### config.mk
export PLATFORM = sky130hd
export DESIGN_NAME = rssi_burst_detector_stats_flat
export DESIGN_NICKNAME = d
export VERILOG_FILES = /design/src/hw/rtl/rbd_pkg.sv /design/src/hw/rtl/rbd_ifs.sv /design/src/hw/rtl/rbd_ring_mem.sv /design/src/hw/rtl/rbd_classify.sv /design/src/hw/rtl/rssi_burst_detector_stats.sv /design/src/flat_wrapper.sv
export SDC_FILE = /design/constraint.sdc
export NUM_CORES = 2
export LEC_CHECK = 0
export BUFFER_PORTS_ARGS = -buffer_cell sky130_fd_sc_hd__buf_2
export CAP_MARGIN = 20
export CORE_MARGIN = 2
export CORE_UTILIZATION = 25
export CTS_BUF_LIST = sky130_fd_sc_hd__clkbuf_2
export DETAILED_ROUTE_END_ITERATION = 8
export SETUP_SLACK_MARGIN = 0.02
export SLEW_MARGIN = 10
export SYNTH_ARGS = -nofsm -noshare
export SYNTH_HDL_FRONTEND = slang
export SYNTH_SLANG_ARGS = --single-unit
### constraint.sdc
create_clock -name clk -period 9.8 [get_ports clk]
set_clock_uncertainty 0.2 [all_clocks]
set_input_delay 0.49 -clock clk [delete_from_list [all_inputs] [get_ports clk]]
set_output_delay 0.49 -clock clk [all_outputs]
set_load 0.01 [all_outputs]
### src/hw/rtl/rbd_pkg.sv
// Shared types, constants and codes for the RSSI burst detector.
`default_nettype none

package rbd_pkg;

	// Field widths.
	localparam int unsigned RSSI_W     = 8;
	localparam int unsigned TIME_W     = 32;
	localparam int unsigned RUN_W      = 16;
	localparam int unsigned CNT8_W     = 8;
	localparam int unsigned WIN_CNT_W  = 5;
	localparam int unsigned CFG_IDX_W  = 3;
	localparam int unsigned CFG_DATA_W = 32;

	// Saturation limit of the run and length counters.
	localparam logic [RUN_W-1:0] RUN_MAX = {RUN_W{1'b1}};

	// Register reset values.
	localparam logic signed [RSSI_W-1:0] FLOOR_RST   = -8'sd100;
	localparam logic signed [RSSI_W-1:0] CEILING_RST = -8'sd20;
	localparam logic signed [RSSI_W-1:0] THRESH_RST  = -8'sd70;
	localparam logic [CNT8_W-1:0]        ENTER_RST   = 8'd2;
	localparam logic [CNT8_W-1:0]        EXIT_RST    = 8'd2;
	localparam logic [TIME_W-1:0]        WINDOW_RST  = 32'd60000;

	// Configuration register indexes.
	typedef enum logic [CFG_IDX_W-1:0] {
		CFG_FLOOR   = 3'd0,
		CFG_CEILING = 3'd1,
		CFG_THRESH  = 3'd2,
		CFG_ENTER   = 3'd3,
		CFG_EXIT    = 3'd4,
		CFG_WINDOW  = 3'd5
	} cfg_reg_t;

	// Item sequencer states.
	typedef enum logic [2:0] {
		ST_IDLE,
		ST_EVAL,
		ST_WALK,
		ST_DRAIN,
		ST_EMIT
	} state_t;

	// Pending update of the gap average.
	typedef enum logic [1:0] {
		AVG_NONE,
		AVG_SEED,
		AVG_BLEND
	} avg_op_t;

	// Action codes of an input item.
	localparam logic ACT_SAMPLE = 1'b0;
	localparam logic ACT_CLEAR  = 1'b1;

	typedef struct packed {
		logic                     action;
		logic signed [RSSI_W-1:0] rssi_dbm;
		logic [TIME_W-1:0]        now_ms;
	} in_item_t;

	typedef struct packed {
		logic signed [RSSI_W-1:0] rssi_clamped;
		logic                     burst_active;
		logic                     burst_ended;
		logic [TIME_W-1:0]        burst_total;
		logic [TIME_W-1:0]        last_gap_ms;
		logic [TIME_W-1:0]        average_gap_ms;
		logic [WIN_CNT_W-1:0]     bursts_in_window;
		logic [RUN_W-1:0]         last_burst_length;
	} out_item_t;

endpackage

`default_nettype wire

### src/hw/rtl/rbd_ifs.sv
// Channel interfaces of the RSSI burst detector: samples, results and configuration.
`default_nettype none

interface rbd_sample_if import rbd_pkg::*; ();
	logic     valid;
	logic     ready;
	in_item_t data;

	modport source (output valid, output data, input ready);
	modport sink (input valid, input data, output ready);
endinterface

interface rbd_result_if import rbd_pkg::*; ();
	logic      valid;
	logic      ready;
	out_item_t data;

	modport source (output valid, output data, input ready);
	modport sink (input valid, input data, output ready);
endinterface

interface rbd_cfg_if import rbd_pkg::*; ();
	logic                  valid;
	logic                  ready;
	logic [CFG_IDX_W-1:0]  index;
	logic [CFG_DATA_W-1:0] data;

	modport source (output valid, output index, output data, input ready);
	modport sink (input valid, input index, input data, output ready);
endinterface

`default_nettype wire

### src/hw/rtl/rbd_ring_mem.sv
// Synchronous single-port-write, single-port-read memory for burst end times.
`default_nettype none

module rbd_ring_mem import rbd_pkg::*; #(
	parameter int unsigned DEPTH = 30,
	parameter int unsigned AW    = 5
) (
	input  wire logic              clk,
	input  wire logic              wr_en,
	input  wire logic [AW-1:0]     wr_addr,
	input  wire logic [TIME_W-1:0] wr_data,
	input  wire logic              rd_en,
	input  wire logic [AW-1:0]     rd_addr,
	output logic      [TIME_W-1:0] rd_data_q
);

	logic [TIME_W-1:0] mem_q [DEPTH];

	// One write and one registered read per cycle.
	always_ff @(posedge clk) begin
		if (wr_en) begin
			mem_q[wr_addr] <= wr_data;
		end
		if (rd_en) begin
			rd_data_q <= mem_q[rd_addr];
		end
	end

endmodule

`default_nettype wire

### src/hw/rtl/rbd_classify.sv
// Clamps a sample to the floor and ceiling and compares it with the threshold.
`default_nettype none

module rbd_classify import rbd_pkg::*; (
	input  wire logic signed [RSSI_W-1:0] rssi,
	input  wire logic signed [RSSI_W-1:0] floor_lvl,
	input  wire logic signed [RSSI_W-1:0] ceiling_lvl,
	input  wire logic signed [RSSI_W-1:0] thresh_lvl,
	output logic signed      [RSSI_W-1:0] clamped,
	output logic                          above
);

	// The floor test wins when the floor lies above the ceiling.
	always_comb begin
		if (rssi <= floor_lvl) begin
			clamped = floor_lvl;
		end else if (rssi >= ceiling_lvl) begin
			clamped = ceiling_lvl;
		end else begin
			clamped = rssi;
		end
		above = clamped > thresh_lvl;
	end

endmodule

`default_nettype wire

### src/hw/rtl/rssi_burst_detector_stats.sv
// Top level of the RSSI burst detector with burst statistics.
// Usage:
//   samples: one item per RSSI sample (action, rssi_dbm, now_ms); action set
//     clears all statistics instead. cfg: register writes, always ready, made
//     only while the block is idle, a rule for the user that the block itself
//     does not enforce. results: one item for every sample item.
// Timing:
//   A sample that does not close a burst passes the evaluate and emit states
//   to the result register, and the next item is taken in the idle state.
//   A sample that closes a burst stores its end time in the end-time memory and
//   then reads back every filled entry, one per cycle through the memory's read
//   port, to count the recent ends, then passes the drain and emit states.
//   One item is in work at a time.
// Reset: all statistics and the registers go to their reset values at once;
//   the memory needs no clearing, since only entries already written are read.
// Stall: a finished result waits in the output register; a following item is
//   accepted and worked on, and its result waits until the register is free.
`default_nettype none

module rssi_burst_detector_stats import rbd_pkg::*; #(
	parameter int unsigned END_RING_DEPTH = 30
) (
	input wire logic   clk,
	input wire logic   arst_n,
	rbd_sample_if.sink samples,
	rbd_result_if.source results,
	rbd_cfg_if.sink    cfg
);

	localparam int unsigned IDX_W  = (END_RING_DEPTH > 1) ? $clog2(END_RING_DEPTH) : 1;
	localparam int unsigned FILL_W = $clog2(END_RING_DEPTH + 1);

	// Configuration registers.
	logic signed [RSSI_W-1:0] floor_q, ceiling_q, thresh_q;
	logic [CNT8_W-1:0]        enter_q, exit_q;
	logic [TIME_W-1:0]        window_q;

	// Sequencer and item registers.
	state_t   state_q, state_d;
	in_item_t item_q;
	logic     in_rdy, rd_en, wr_en, out_load;

	// Detector and statistics state.
	logic                     in_burst_q;
	logic [RUN_W-1:0]         above_run_q, below_run_q, cur_len_q, prev_len_q;
	logic [TIME_W-1:0]        completed_q, last_end_q, gap_q, gap_avg_q;
	logic [IDX_W-1:0]         head_q;
	logic [FILL_W-1:0]        fill_q, rate_q;
	avg_op_t                  avg_op_q;
	logic signed [RSSI_W-1:0] r_q;
	logic                     ended_q;

	// Window walk.
	logic [FILL_W-1:0] walk_cnt_q, walk_next, count_q, count_next;
	logic              rd_valid_s1, walk_last, hit;
	logic [TIME_W-1:0] rd_data, age;

	// Output register.
	logic      out_valid_q;
	out_item_t out_q;

	// Classification and hysteresis decisions.
	logic signed [RSSI_W-1:0] clamped;
	logic                     above;
	logic [RUN_W-1:0]         above_inc, below_inc, cur_inc;
	logic                     start_now, close_now;
	logic [TIME_W+1:0]        avg_sum;

	function automatic logic [RUN_W-1:0] inc_sat(input logic [RUN_W-1:0] v);
		return (v == RUN_MAX) ? RUN_MAX : v + RUN_W'(1);
	endfunction

	rbd_classify u_classify (
		.rssi        (item_q.rssi_dbm),
		.floor_lvl   (floor_q),
		.ceiling_lvl (ceiling_q),
		.thresh_lvl  (thresh_q),
		.clamped     (clamped),
		.above       (above)
	);

	rbd_ring_mem #(
		.DEPTH (END_RING_DEPTH),
		.AW    (IDX_W)
	) u_ring (
		.clk       (clk),
		.wr_en     (wr_en),
		.wr_addr   (head_q),
		.wr_data   (item_q.now_ms),
		.rd_en     (rd_en),
		.rd_addr   (walk_cnt_q[IDX_W-1:0]),
		.rd_data_q (rd_data)
	);

	// Configuration writes; indexes past the list are ignored.
	assign cfg.ready = 1'b1;

	always_ff @(posedge clk or negedge arst_n) begin
		if (!arst_n) begin
			floor_q   <= FLOOR_RST;
			ceiling_q <= CEILING_RST;
			thresh_q  <= THRESH_RST;
			enter_q   <= ENTER_RST;
			exit_q    <= EXIT_RST;
			window_q  <= WINDOW_RST;
		end else if (cfg.valid) begin
			case (cfg.index)
				CFG_FLOOR:   floor_q   <= cfg.data[RSSI_W-1:0];
				CFG_CEILING: ceiling_q <= cfg.data[RSSI_W-1:0];
				CFG_THRESH:  thresh_q  <= cfg.data[RSSI_W-1:0];
				CFG_ENTER:   enter_q   <= cfg.data[CNT8_W-1:0];
				CFG_EXIT:    exit_q    <= cfg.data[CNT8_W-1:0];
				CFG_WINDOW:  window_q  <= cfg.data[TIME_W-1:0];
				default: ;
			endcase
		end
	end

	// Hysteresis decisions for the item in the evaluate cycle.
	always_comb begin
		above_inc = inc_sat(above_run_q);
		below_inc = inc_sat(below_run_q);
		cur_inc   = inc_sat(cur_len_q);
		start_now = (item_q.action == ACT_SAMPLE) && !in_burst_q && above &&
			(above_inc >= RUN_W'(enter_q));
		close_now = (item_q.action == ACT_SAMPLE) && in_burst_q && !above &&
			(below_inc >= RUN_W'(exit_q));
	end

	// Window walk: age of each stored end time against the current time.
	always_comb begin
		walk_next  = walk_cnt_q + FILL_W'(1);
		walk_last  = (walk_next == fill_q);
		age        = item_q.now_ms - rd_data;
		hit        = rd_valid_s1 && (age <= window_q);
		count_next = count_q + FILL_W'(hit);
		avg_sum    = {1'b0, gap_avg_q, 1'b0} + {2'b00, gap_avg_q} + {2'b00, gap_q};
	end

	// Sequencer state register.
	always_ff @(posedge clk or negedge arst_n) begin
		if (!arst_n) begin
			state_q <= ST_IDLE;
		end else begin
			state_q <= state_d;
		end
	end

	// Next state and strobes.
	always_comb begin
		state_d  = state_q;
		in_rdy   = 1'b0;
		rd_en    = 1'b0;
		wr_en    = 1'b0;
		out_load = 1'b0;
		case (state_q)
			ST_IDLE: begin
				in_rdy = 1'b1;
				if (samples.valid) begin
					state_d = ST_EVAL;
				end
			end
			ST_EVAL: begin
				wr_en   = close_now;
				state_d = close_now ? ST_WALK : ST_EMIT;
			end
			ST_WALK: begin
				rd_en = 1'b1;
				if (walk_last) begin
					state_d = ST_DRAIN;
				end
			end
			ST_DRAIN: begin
				state_d = ST_EMIT;
			end
			ST_EMIT: begin
				if (!out_valid_q || results.ready) begin
					out_load = 1'b1;
					state_d  = ST_IDLE;
				end
			end
			default: begin
				state_d = ST_IDLE;
			end
		endcase
	end

	assign samples.ready = in_rdy;

	// Accepted item.
	always_ff @(posedge clk) begin
		if (in_rdy && samples.valid) begin
			item_q <= samples.data;
		end
	end

	// Detector and statistics update.
	always_ff @(posedge clk or negedge arst_n) begin
		if (!arst_n) begin
			in_burst_q  <= 1'b0;
			above_run_q <= '0;
			below_run_q <= '0;
			cur_len_q   <= '0;
			prev_len_q  <= '0;
			completed_q <= '0;
			last_end_q  <= '0;
			gap_q       <= '0;
			gap_avg_q   <= '0;
			head_q      <= '0;
			fill_q      <= '0;
			rate_q      <= '0;
			avg_op_q    <= AVG_NONE;
			r_q         <= '0;
			ended_q     <= 1'b0;
			walk_cnt_q  <= '0;
			count_q     <= '0;
			rd_valid_s1 <= 1'b0;
		end else begin
			rd_valid_s1 <= rd_en;
			if (rd_valid_s1) begin
				count_q <= count_next;
			end

			case (state_q)
				ST_EVAL: begin
					if (item_q.action == ACT_CLEAR) begin
						in_burst_q  <= 1'b0;
						above_run_q <= '0;
						below_run_q <= '0;
						cur_len_q   <= '0;
						prev_len_q  <= '0;
						completed_q <= '0;
						last_end_q  <= '0;
						gap_q       <= '0;
						gap_avg_q   <= '0;
						head_q      <= '0;
						fill_q      <= '0;
						rate_q      <= '0;
						avg_op_q    <= AVG_NONE;
						r_q         <= '0;
						ended_q     <= 1'b0;
					end else begin
						r_q     <= clamped;
						ended_q <= close_now;
						if (!in_burst_q) begin
							if (above) begin
								above_run_q <= above_inc;
								if (start_now) begin
									in_burst_q  <= 1'b1;
									below_run_q <= '0;
									cur_len_q   <= above_inc;
								end
							end else begin
								above_run_q <= '0;
							end
						end else if (above) begin
							cur_len_q   <= cur_inc;
							below_run_q <= '0;
						end else begin
							below_run_q <= below_inc;
						end

						// Burst end: record it and start the window walk.
						if (close_now) begin
							in_burst_q  <= 1'b0;
							above_run_q <= '0;
							prev_len_q  <= cur_len_q;
							cur_len_q   <= '0;
							if (fill_q != '0) begin
								gap_q <= item_q.now_ms - last_end_q;
							end
							if (fill_q == '0) begin
								avg_op_q <= AVG_NONE;
							end else if (fill_q == FILL_W'(1)) begin
								avg_op_q <= AVG_SEED;
							end else begin
								avg_op_q <= AVG_BLEND;
							end
							last_end_q  <= item_q.now_ms;
							completed_q <= completed_q + TIME_W'(1);
							head_q      <= (head_q == IDX_W'(END_RING_DEPTH - 1)) ?
								'0 : head_q + IDX_W'(1);
							if (fill_q != FILL_W'(END_RING_DEPTH)) begin
								fill_q <= fill_q + FILL_W'(1);
							end
							walk_cnt_q <= '0;
							count_q    <= '0;
						end
					end
				end
				ST_WALK: begin
					walk_cnt_q <= walk_next;
					// The gap average is settled while the walk runs.
					case (avg_op_q)
						AVG_SEED:  gap_avg_q <= gap_q;
						AVG_BLEND: gap_avg_q <= avg_sum[TIME_W+1:2];
						default: ;
					endcase
					avg_op_q <= AVG_NONE;
				end
				ST_DRAIN: begin
					rate_q <= count_next;
				end
				default: ;
			endcase
		end
	end

	// Output register.
	always_ff @(posedge clk or negedge arst_n) begin
		if (!arst_n) begin
			out_valid_q <= 1'b0;
		end else if (out_load) begin
			out_valid_q <= 1'b1;
		end else if (results.ready) begin
			out_valid_q <= 1'b0;
		end
	end

	always_ff @(posedge clk) begin
		if (out_load) begin
			out_q.rssi_clamped      <= r_q;
			out_q.burst_active      <= in_burst_q;
			out_q.burst_ended       <= ended_q;
			out_q.burst_total       <= completed_q;
			out_q.last_gap_ms       <= gap_q;
			out_q.average_gap_ms    <= gap_avg_q;
			out_q.bursts_in_window  <= WIN_CNT_W'(rate_q);
			out_q.last_burst_length <= prev_len_q;
		end
	end

	assign results.valid = out_valid_q;
	assign results.data  = out_q;

endmodule

`default_nettype wire

### src/flat_wrapper.sv
// flat-port wrapper written by rule: the top's interface ports become plain ports
module rssi_burst_detector_stats_flat import rbd_pkg::*;
#(
	parameter int unsigned END_RING_DEPTH = 30
)
  (clk, arst_n, samples_valid, samples_data, samples_ready, results_valid, results_data, results_ready, cfg_valid, cfg_index, cfg_data, cfg_ready);
  rbd_sample_if samples_i ();
  rbd_result_if results_i ();
  rbd_cfg_if cfg_i ();
  input wire logic clk;
  input wire logic arst_n;
  input wire logic [$bits(samples_i.valid)-1:0] samples_valid;
  input wire logic [$bits(samples_i.data)-1:0] samples_data;
  output wire logic [$bits(samples_i.ready)-1:0] samples_ready;
  output wire logic [$bits(results_i.valid)-1:0] results_valid;
  output wire logic [$bits(results_i.data)-1:0] results_data;
  input wire logic [$bits(results_i.ready)-1:0] results_ready;
  input wire logic [$bits(cfg_i.valid)-1:0] cfg_valid;
  input wire logic [$bits(cfg_i.index)-1:0] cfg_index;
  input wire logic [$bits(cfg_i.data)-1:0] cfg_data;
  output wire logic [$bits(cfg_i.ready)-1:0] cfg_ready;
  assign samples_i.valid = samples_valid;
  assign samples_i.data = samples_data;
  assign samples_ready = samples_i.ready;
  assign results_valid = results_i.valid;
  assign results_data = results_i.data;
  assign results_i.ready = results_ready;
  assign cfg_i.valid = cfg_valid;
  assign cfg_i.index = cfg_index;
  assign cfg_i.data = cfg_data;
  assign cfg_ready = cfg_i.ready;
  rssi_burst_detector_stats #(.END_RING_DEPTH(END_RING_DEPTH)) u_core (.clk(clk), .arst_n(arst_n), .samples(samples_i), .results(results_i), .cfg(cfg_i));
endmodule
==> run_summary.xml <==
<?xml version="1.0" encoding="UTF-8"?>
<metrics>
  <group name="die">
    <metric name="placeable_core_area" unit="um^2">254000</metric>
    <metric name="die_height" unit="um">510</metric>
    <metric name="die_area" unit="um^2">260000</metric>
    <metric name="io_pins" unit="">211</metric>
    <metric name="num_rows" unit="">185</metric>
    <metric name="initial_utilization" unit="">0.252</metric>
    <metric name="chipWidth" unit="um">510</metric>
  </group>
  <group name="finish">
    <metric name="area_growth_from_synthesis_to_final_layout" unit="%">18.1</metric>
    <metric name="fillerInstances" unit="">25400</metric>
    <metric name="fraction_of_layout_cells_with_a_size_suffix_above_1" unit="">0.255</metric>
    <metric name="sequential_cell_area" unit="um^2">42500</metric>
    <metric name="num-nets-final" unit="">5178</metric>
    <metric name="multi_input_comb_area" unit="um^2">20400</metric>
  </group>
  <group name="critical_path">
    <metric name="critical_path_peak_fanout" unit="">77</metric>
    <metric name="crit_cells" unit="">25</metric>
    <metric name="setup.worst_path.end_class" unit="">flop</metric>
    <metric name="worst_ep_required_time" unit="ns">11.20</metric>
    <metric name="timing.critical_path.buf_inv" unit="">4</metric>
    <metric name="cpMaxStageDelayCell" unit="">buf_4</metric>
    <metric name="worst_path_most_repeated_cell" unit="">a21o_1</metric>
    <metric name="r2r.worst_path.cells" unit="">25</metric>
    <metric name="worstPathArrival" unit="ns">8.52</metric>
    <metric name="critical-path-top-delay-family" unit="">compound AO/OA/AOI/OAI gates</metric>
    <metric name="cp-startpoint" unit="">u_core.item_q[32]</metric>
    <metric name="critical_path.reg2reg.startpoint" unit="">u_core.item_q[32]</metric>
    <metric name="timing_worst_setup_path_type" unit="">reg -&gt; reg</metric>
    <metric name="crit_path_start_kind" unit="">flop</metric>
    <metric name="slowest_delay" unit="ns">0.70</metric>
  </group>
  <group name="detailed_routing">
    <metric name="route.final.wire_length" unit="um">181000</metric>
    <metric name="post_drt_via_cell_ratio" unit="">4.65</metric>
    <metric name="drt_drc_violations_left" unit="">0</metric>
    <metric name="dr.first_iter.drc_count" unit="">3622</metric>
    <metric name="drt-wirelength-per-cell" unit="um">21.2</metric>
    <metric name="route.vias.total" unit="">39700</metric>
    <metric name="drtAntennaViolNets" unit="">0</metric>
    <metric name="detail_route.first_pass.iterations" unit="">7</metric>
  </group>
  <group name="grt">
    <metric name="number_of_antenna_violations_at_the_first_check_in_global_routing" unit="">10</metric>
    <metric name="all_layer_global_routing_usage" unit="">0.136</metric>
    <metric name="first_global_vias" unit="">39600</metric>
    <metric name="maximum_number_of_pins_on_one_net_before_global_route_repair" unit="">152</metric>
    <metric name="grt_remaining_overflow" unit="">0</metric>
    <metric name="grt_first_pass_wirelength" unit="um">264000</metric>
  </group>
  <group name="min_path">
    <metric name="cell_count_of_the_worst_hold_path" unit="">4</metric>
    <metric name="hold_start" unit="">cfg_data[26]</metric>
    <metric name="holdCritPathClass" unit="">in -&gt; reg</metric>
  </group>
  <group name="clocking">
    <metric name="cts_root_buffer" unit="">clkbuf_2</metric>
    <metric name="post_cts_sizing" unit="">0</metric>
    <metric name="cts_max_path_buffers" unit="">4</metric>
    <metric name="cts_setup_buffers" unit="">0</metric>
    <metric name="cts.sinks" unit="">1466</metric>
    <metric name="clock_latency" unit="ns">1.80</metric>
    <metric name="htreeDepth" unit="">5</metric>
    <metric name="cts_hold_buffers" unit="">257</metric>
    <metric name="cts.reportedPaths.clkPinSlew" unit="ns">0.11</metric>
    <metric name="clock_tree_from_tritoncts" unit="">yes</metric>
    <metric name="cts_made_buffers" unit="">378</metric>
  </group>
  <group name="logic_synthesis">
    <metric name="synthDominantCellAreaShare" unit="">0.544</metric>
    <metric name="yosys-top-cells-area" unit="">edfxtp_1 (54%), dfrtp_1 (11%), mux4_2 (9.4%)</metric>
    <metric name="ys_ff_latch" unit="">1466</metric>
    <metric name="postSynthNetCount" unit="">4407</metric>
    <metric name="post-synth-top-count-cell" unit="">edfxtp_1</metric>
    <metric name="yosys_warnings" unit="">0</metric>
    <metric name="postSynthCellCount" unit="">4111</metric>
    <metric name="ys_top_cells_by_count" unit="">edfxtp_1 (1160), nand2_1 (350), dfrtp_1 (283)</metric>
    <metric name="synthArstFlopShare" unit="">0.209</metric>
    <metric name="synth_top_cell_by_area" unit="">edfxtp_1</metric>
    <metric name="synthesis.area_per_instance" unit="um^2">15.6</metric>
    <metric name="synth-edff-count" unit="">1160</metric>
    <metric name="post_synthesis_instance_area" unit="um^2">64000</metric>
    <metric name="yosysSeqAreaShare" unit="">0.664</metric>
    <metric name="synth_flop_cell" unit="">edfxtp_1</metric>
    <metric name="synth.distinct_cells" unit="">86</metric>
  </group>
  <group name="place">
    <metric name="place.port_buffers" unit="">209</metric>
    <metric name="place_congestion" unit="">0.848</metric>
    <metric name="post-place-ws" unit="ns">2.70</metric>
    <metric name="post-dp-hpwl" unit="um">119000</metric>
  </group>
  <group name="sta">
    <metric name="achievable_clock_frequency" unit="GHz">0.140</metric>
    <metric name="normalized_max_slew_margin" unit="">0.234</metric>
    <metric name="totalNegativeSetupSlack" unit="ns">0</metric>
    <metric name="rsz_0062_raised_after_global_routing" unit="">no</metric>
    <metric name="finalSetupViolations" unit="">0</metric>
    <metric name="timing.final.crit_share" unit="">0.727</metric>
    <metric name="postLayoutSetupSlackWorst" unit="ns">2.67</metric>
    <metric name="tightestPinTransition" unit="ns">1.15</metric>
    <metric name="final_period_minus_worst_setup_slack" unit="ns">7.13</metric>
    <metric name="final_max_slew_viol_count" unit="">0</metric>
    <metric name="final_hold_violations" unit="">0</metric>
  </group>
  <group name="power_and_ir_drop">
    <metric name="power_density" unit="nW/um^2">176</metric>
    <metric name="max-vdd-ir-drop" unit="V">0.0000836</metric>
    <metric name="p_leak" unit="nW">27.2</metric>
  </group>
  <group name="run_status">
    <metric name="status" unit="">finished clean</metric>
  </group>
  <group name="run">
    <metric name="timing.max_cap.violations" unit="">0</metric>
  </group>
</metrics>
-- state kept, by name (all words and copies together) (netlist names), 32 cells and up --
signal,cells
u_core.last_end_q,32
u_core.completed_q,32
u_core.results.data,127
u_core.u_ring.mem_q,960
u_core.u_ring.rd_data_q,32
u_core.gap_q,32
u_core.window_q,32
u_core.gap_avg_q,32
u_core.item_q,41
-- cell type report --
class                      count  area share
multi-input combinational   2296       0.270
tap                         3366      0.0557
inverter                     176     0.00874
sequential                  1466       0.563
antenna                       10    0.000331
timing repair buffer         564      0.0609
clock inverter               137     0.00796
clock buffer                 516      0.0342
-- metal layers --
layer  vias up  routed length, um  global-route usage
met1     20200              75100               0.173
met2      1447              88400               0.228
met4         4               6600              0.0534
li1      17700                  -                   -
met5         -                 72                   0
met3       283              10700              0.0280
-- tightest hold or removal path: cells and delay by family --
| family | cells | cell delay (ns) |
|---|---|---|
| buf+inv | 3 | 1.41 |
| mux | 1 | 0.19 |
-- cell families (layout without fill, tap and decap cells) --
group / Yosys count / count (layout) / synth area share
XOR/XNOR: 110 / 110 / 0.0150
multiplexers: 437 / 437 / 0.122
AO/OA/AOI/OAI: 699 / 699 / 0.0698
AND/OR/NAND/NOR: 834 / 834 / 0.0612
flip-flops: 1466 / 1466 / 0.664
buffers and inverters: 349 / 1393 / 0.0215
adder cells (fa/ha/maj): 215 / 215 / 0.0460
other: 1 / 11 / 0.0000586
-- placed cells by master (no fill, tap or decap), types with 103 or more instances in the layout --
cell type and n:
clkinv_1 107, inv_1 172, edfxtp_1 1160, clkbuf_2 516, nand2_1 349, ha_1 181, dlygate4sd3_1 256, buf_2 208
o21ai_0 220, nor2_1 115, mux4_2 267, mux2_2 103, dfrtp_1 278, a21oi_1 140, nand3_1 104
-- path summary, 6_finish.rpt --
path                                     endpoint  slack (ns)
setup / recovery                 u_core.gap_q[12]        2.67
hold / removal                u_core.window_q[26]        0.21
setup reg to reg                 u_core.gap_q[12]        2.67
hold reg to reg            u_core.results.data[1]        0.25
max in group asynchronous   u_core.below_run_q[5]        7.70
min in group asynchronous    u_core.gap_avg_q[21]        0.23
-- power by group --
| group | internal (mW) | total [mW] | leakage (nW) | switching, mW |
|---|---|---|---|---|
| clock | 1.48 | 4.00 | 2.45 | 2.52 |
| combinational | 0.718 | 1.94 | 10.2 | 1.23 |
| sequential | 7.14 | 7.38 | 14.5 | 0.242 |
-- stage by stage --
| step | utilization | hold WS [ns] | std cells | total power, mW | cell area [um^2] |
|---|---|---|---|---|---|
| finish | 0.297 | 0.212 | 8531 | 13.3 | 75600 |
| global route | 0.297 | 0.0137 | 8529 | 14.0 | 75600 |
| CTS | 0.296 | 0.00315 | 8514 | 13.5 | 75400 |
| detailed placement | 0.274 | 0.238 | 7604 | 9.36 | 69600 |
| global placement | 0.273 | 0.236 | 7599 | 9.33 | 69500 |
| floorplan | - | -0.00559 | 4111 | 8.54 | 64000 |
(Power assumes the default switching activity.)
